**src/sv/scanline_flash_trigger_top_defines.svh**
```systemverilog
// ----------------------------------------------------------------------------
// scanline flash trigger assertion macros
// shared property templates, clocked on clk and disabled during rst
// ----------------------------------------------------------------------------
`ifndef SCANLINE_FLASH_TRIGGER_TOP_DEFINES_SVH
`define SCANLINE_FLASH_TRIGGER_TOP_DEFINES_SVH

// same-cycle implication
`define SFT_ASSERT_IMP(name, ante, cons) \
  name: assert property (@(posedge clk) disable iff (rst) (ante) |-> (cons)) \
    else $error("scanline flash trigger: same-cycle check failed");

// next-cycle implication
`define SFT_ASSERT_NEXT(name, ante, cons) \
  name: assert property (@(posedge clk) disable iff (rst) (ante) |=> (cons)) \
    else $error("scanline flash trigger: next-cycle check failed");

`endif

```
**src/sv/sft_pkg.sv**
```systemverilog
// ----------------------------------------------------------------------------
// sft_pkg
// shared widths, register indexes and divider handshake types of the
// scanline flash trigger
// ----------------------------------------------------------------------------
package sft_pkg;

  // geometry of the sampled rows
  localparam int MAX_ROWS    = 16;
  localparam int MAX_COLUMNS = 8192;
  localparam int PIXEL_BITS  = 14;

  // field widths
  localparam int ROW_W     = 4;
  localparam int COL_W     = 13;
  localparam int PIX_W     = PIXEL_BITS;
  localparam int THR_W     = 15;
  localparam int HOLD_W    = 10;
  localparam int SUM_W     = 31;
  localparam int COUNT_W   = 18;
  localparam int CFG_IDX_W = 3;
  localparam int CFG_DAT_W = 15;

  // line store
  localparam int STORE_DEPTH = MAX_ROWS * MAX_COLUMNS;
  localparam int ADDR_W      = $clog2(STORE_DEPTH);

  // accumulator limits
  localparam logic [COUNT_W-1:0] COUNT_MAX = '1;

  // register reset values
  localparam logic [THR_W-1:0]  ABS_THR_RESET = THR_W'(10000);
  localparam logic [THR_W-1:0]  REL_THR_RESET = THR_W'(1000);
  localparam logic [HOLD_W-1:0] HOLD_RESET    = HOLD_W'(10);

  // register indexes
  typedef enum logic [CFG_IDX_W-1:0] {
    REG_BLOCK_ENABLE  = 3'd0,
    REG_ABS_ENABLE    = 3'd1,
    REG_REL_ENABLE    = 3'd2,
    REG_ABS_THRESHOLD = 3'd3,
    REG_REL_THRESHOLD = 3'd4,
    REG_HOLD_FRAMES   = 3'd5
  } cfg_reg_t;

  // average divider request and response
  typedef struct packed {
    logic               start;
    logic [SUM_W-1:0]   dividend;
    logic [COUNT_W-1:0] divisor;
  } div_req_t;

  typedef struct packed {
    logic             done;
    logic [PIX_W-1:0] quotient;
  } div_rsp_t;

endpackage

```
**src/sv/sft_avg_div.sv**
```systemverilog
// ----------------------------------------------------------------------------
// sft_avg_div
// restoring divider for the frame average, one quotient bit per cycle;
// the quotient never exceeds the largest pixel value, so only PIX_W steps
// are run; a zero divisor gives a zero quotient
// ----------------------------------------------------------------------------
module sft_avg_div (
  input  logic              clk,
  input  logic              rst,
  input  sft_pkg::div_req_t req,
  output sft_pkg::div_rsp_t rsp
);
  import sft_pkg::*;

  localparam int STEP_W = (PIX_W > 1) ? $clog2(PIX_W) : 1;
  localparam logic [STEP_W-1:0] STEP_LAST = STEP_W'(PIX_W - 1);

  typedef enum logic {D_IDLE, D_RUN} dstate_t;

  dstate_t            dstate;
  logic [STEP_W-1:0]  step;
  logic [COUNT_W-1:0] rem;
  logic [COUNT_W-1:0] dvs;
  logic [SUM_W-1:0]   dsh;
  logic [PIX_W-1:0]   quo;
  logic               done;

  logic [COUNT_W:0]   trial;
  logic               ge;
  logic [COUNT_W-1:0] rem_next;

  // one trial subtraction
  always_comb begin
    trial    = {rem, dsh[SUM_W-1]};
    ge       = trial >= {1'b0, dvs};
    rem_next = ge ? COUNT_W'(trial - {1'b0, dvs}) : COUNT_W'(trial);
  end

  // sequencer and registered result
  always_ff @(posedge clk) begin
    if (rst) begin
      dstate <= D_IDLE;
      done   <= 1'b0;
    end else begin
      done <= 1'b0;
      unique case (dstate)
        D_IDLE: begin
          if (req.start) begin
            quo <= '0;
            if (req.divisor == '0) begin
              done <= 1'b1;
            end else begin
              rem    <= COUNT_W'(req.dividend >> PIX_W);
              dsh    <= req.dividend << (SUM_W - PIX_W);
              dvs    <= req.divisor;
              step   <= '0;
              dstate <= D_RUN;
            end
          end
        end
        D_RUN: begin
          rem  <= rem_next;
          dsh  <= dsh << 1;
          quo  <= {quo[PIX_W-2:0], ge};
          step <= step + 1'b1;
          if (step == STEP_LAST) begin
            dstate <= D_IDLE;
            done   <= 1'b1;
          end
        end
        default: dstate <= D_IDLE;
      endcase
    end
  end

  assign rsp.done     = done;
  assign rsp.quotient = quo;

endmodule

```
**config.mk**
```make
export PLATFORM = sky130hd
export DESIGN_NAME = sft_avg_div
export DESIGN_NICKNAME = d
export VERILOG_FILES = /design/src/sv/scanline_flash_trigger_top_defines.svh /design/src/sv/sft_pkg.sv /design/src/sv/sft_avg_div.sv
export SDC_FILE = /design/constraint.sdc
export NUM_CORES = 1
export LEC_CHECK = 0
export BUFFER_PORTS_ARGS = -buffer_cell sky130_fd_sc_hd__clkbuf_2
export CAP_MARGIN = 5
export CORE_MARGIN = 1.5
export CORE_UTILIZATION = 47
export DETAILED_ROUTE_END_ITERATION = 10
export PLACE_DENSITY = 0.8
export SETUP_SLACK_MARGIN = 0.3
export SLEW_MARGIN = 15
export SYNTH_ARGS = -nofsm -noshare
export SYNTH_HDL_FRONTEND = slang
export SYNTH_SLANG_ARGS = --single-unit
```
**constraint.sdc**
```tcl
create_clock -name clk -period 7.9 [get_ports clk]
set_clock_uncertainty 0.2 [all_clocks]
set_input_delay 1.58 -clock clk [delete_from_list [all_inputs] [get_ports clk]]
set_output_delay 1.58 -clock clk [all_outputs]
set_load 0.01 [all_outputs]
```
==> impl_metrics.json <==
{
  "postLayoutCellArea_um2": 4570,
  "die_w_um": 94.4,
  "cp_max_fo": 24,
  "grt_util_all_layers_pct": 19.6,
  "drv_cap": 0,
  "grt_pass1_vias": 2863,
  "synth_cells": 331,
  "dp_cells": 493,
  "post_cts_buffers": 0,
  "grt_setup_unrepaired": "no",
  "cts_tree": "done",
  "vias": 2863,
  "finalSetupViolCount": 0,
  "postRouteAntennaNets": 0,
  "clk_pin_slew_worst_paths_ps": 80,
  "timing_max_transition_violations_final": 0,
  "cts_buffer_depth": 2,
  "pre_cts_ws_ps": 3600,
  "max-vdd-ir-drop_v": 0.000146,
  "nNetsFinal": 473,
  "drive_above_1_share_pct": 28.6,
  "area_growth_syn_to_layout_pct": 16.5,
  "routed_wl_mm": 8.19,
  "synth_top_area_cell": "edfxtp_1",
  "synth-edff-count": 68,
  "worst-path-buf-inv": 2,
  "cp-end-kind": "flop",
  "core_um2": 8130,
  "postCtsHoldBufs": 0,
  "hold_ws_ps": 354,
  "async_flop_share_pct": 0,
  "powerDensity_nw_per_um2": 195,
  "avgSynthCellArea_um2": 11.9,
  "h-tree-depth": 3,
  "synth_nets": 404,
  "slowest_delay_ps": 690,
  "worstMarginPinSlew_ps": 861,
  "clockRootBuffer": "clkbuf_8",
  "crit_family": "simple AND/OR/NAND/NOR gates",
  "path_cells": "clkbuf_2 > nor4_1 > nand3_1 > nor4_1 > a21boi_4 > buf_16",
  "leakage_uw": 0.00191,
  "clk_latency_ps": 350,
  "start_util_pct": 48.2,
  "grt.overflow.total": 0,
  "fmaxAchievable_mhz": 265,
  "critPathSlowestCell": "nor4_1",
  "drt_pass1_iterations": 7,
  "cp.arrival_ps": 3670,
  "yosysTopAreaCellShare_pct": 52.1,
  "gp_congestion": 0.957,
  "die_area_um2": 8900,
  "io_buffer_count": 66,
  "critPathKind": "primary input to flop",
  "slew_headroom_pct": 42.1,
  "yosysSeqAreaShare_pct": 53.1,
  "synth.cell_area_um2": 3920,
  "fin_cells": 510,
  "numCtsBuffers": 9,
  "drc": 0,
  "yosys_warnings": 0,
  "setup_slack_ps": 4130,
  "rows": 33,
  "antenna_found_initial": 0,
  "ys_seq_elements": 70,
  "run_status": "finished clean",
  "viasPerCell": 5.61,
  "period_share_pct": 47.7,
  "antenna_cells": 0,
  "hold_path_class": "flop to flop",
  "startpoint_type": "primary input",
  "num_io_pins": 67,
  "yosysUniqueCellTypes": 58,
  "crit_top_cell": "nor4_1",
  "synth_top_flop_cell": "edfxtp_1",
  "hold_violations": 0,
  "drt_iter0_drc": 181,
  "wl_per_cell_um": 16.1,
  "cts_resized": 0,
  "grt_pass1_wl_mm": 13.2,
  "dieHeight_um": 94.4,
  "period_minus_slack_ps": 3770,
  "clock_sinks": 70,
  "grt_max_degree": 63,
  "dp_hpwl_mm": 5.92,
  "placed_area_um2": 4360,
  "finalSetupTns_ps": 0,
  "synth.area.top_cells": "edfxtp_1 (52%), ha_1 (6.4%), mux2_2 (4.0%)",
  "required_ps": 7800
}
layout make-up:
class / instances / area, um^2
repair buffers: 70 / 380
inverters: 25 / 93.8
clock inverters: 6 / 46.3
well taps: 105 / 131
multi-input cells: 224 / 1710
fillers: 670 / 3570
flip-flops and latches: 70 / 2080
clock buffers: 10 / 128
synthesized netlist by cell type, drive strengths merged (2+ instances only):
cell / n
edfxtp: 68
a21oi: 31
nor2: 30
inv: 25
ha: 20
and2: 16
mux2: 15
nand2: 11
xnor2: 11
mux2i: 10
a21o: 8
nand3: 8
clkbuf: 7
o21ai: 7
buf: 5
o21a: 5
and3: 4
nor4: 4
a211oi: 3
nand4: 3
nor2b: 3
xor2: 3
a21boi: 2
a221o: 2
dfxtp: 2
nand2b: 2
nor4b: 2
o21bai: 2
o2bb2ai: 2
o311ai: 2
cells by family after synthesis:
group                      count (synthesis)  synth area share [%]
DFF                                       70                  53.1
muxes                                     25                  6.95
and+or+nand+nor                           90                  12.2
xor gates and xnor gates                  14                  3.13
buffers and inverters                     37                  3.96
adders and majority gates                 21                  6.89
AOI/OAI and AO/OA                         74                  13.8
flip-flops by register name, summed over array words and instances (netlist names):
| signal | flops |
|---|---|
| dvs | 18 |
| rem | 18 |
| dsh | 14 |
| quo | 14 |
| step | 4 |
| done | 1 |
| dstate | 1 |
worst paths after layout:
check	startpoint	to	slack, ps	cells after the start
setup / recovery	req[12]	rem[13]	4130	6
hold / removal	dsh[20]	dsh[21]	350	1
setup reg to reg	rem[0]	rem[8]	4600	9
hold reg to reg	dsh[20]	dsh[21]	350	1
metrics by stage:
stage / util [%] / total power, uW
after floorplan: - / 587
after global placement: 53.7 / 630
after detailed placement: 53.7 / 636
after CTS: 55.8 / 894
after global routing: 56.2 / 931
final: 56.2 / 892
routing by layer:
metal,GRT usage [%],share of wire [%],up-vias
met5,0,0,-
met4,7.21,2.5,0
met3,4.91,5.7,19
met2,34.4,52,107
met1,23.3,39,1375
li1,-,-,1362
power breakdown:
part	internal, uW	switching, uW
combinational	82.2	102
sequential	438	10.7
clock	116	143
total	636	256
cells in the final DEF (no fill, tap or decap), drive strengths merged, types with 5 or more instances in the layout:
cell type,Yosys,layout
a21oi,31,31
xnor2,11,11
edfxtp,68,68
mux2i,10,10
and2,16,16
ha,20,20
nand3,8,8
a21o,8,8
nor2,30,30
mux2,15,15
inv,25,27
o21ai,7,7
nand2,11,11
clkbuf,7,76
o21a,5,5
Power figures use the tool's default switching activity.
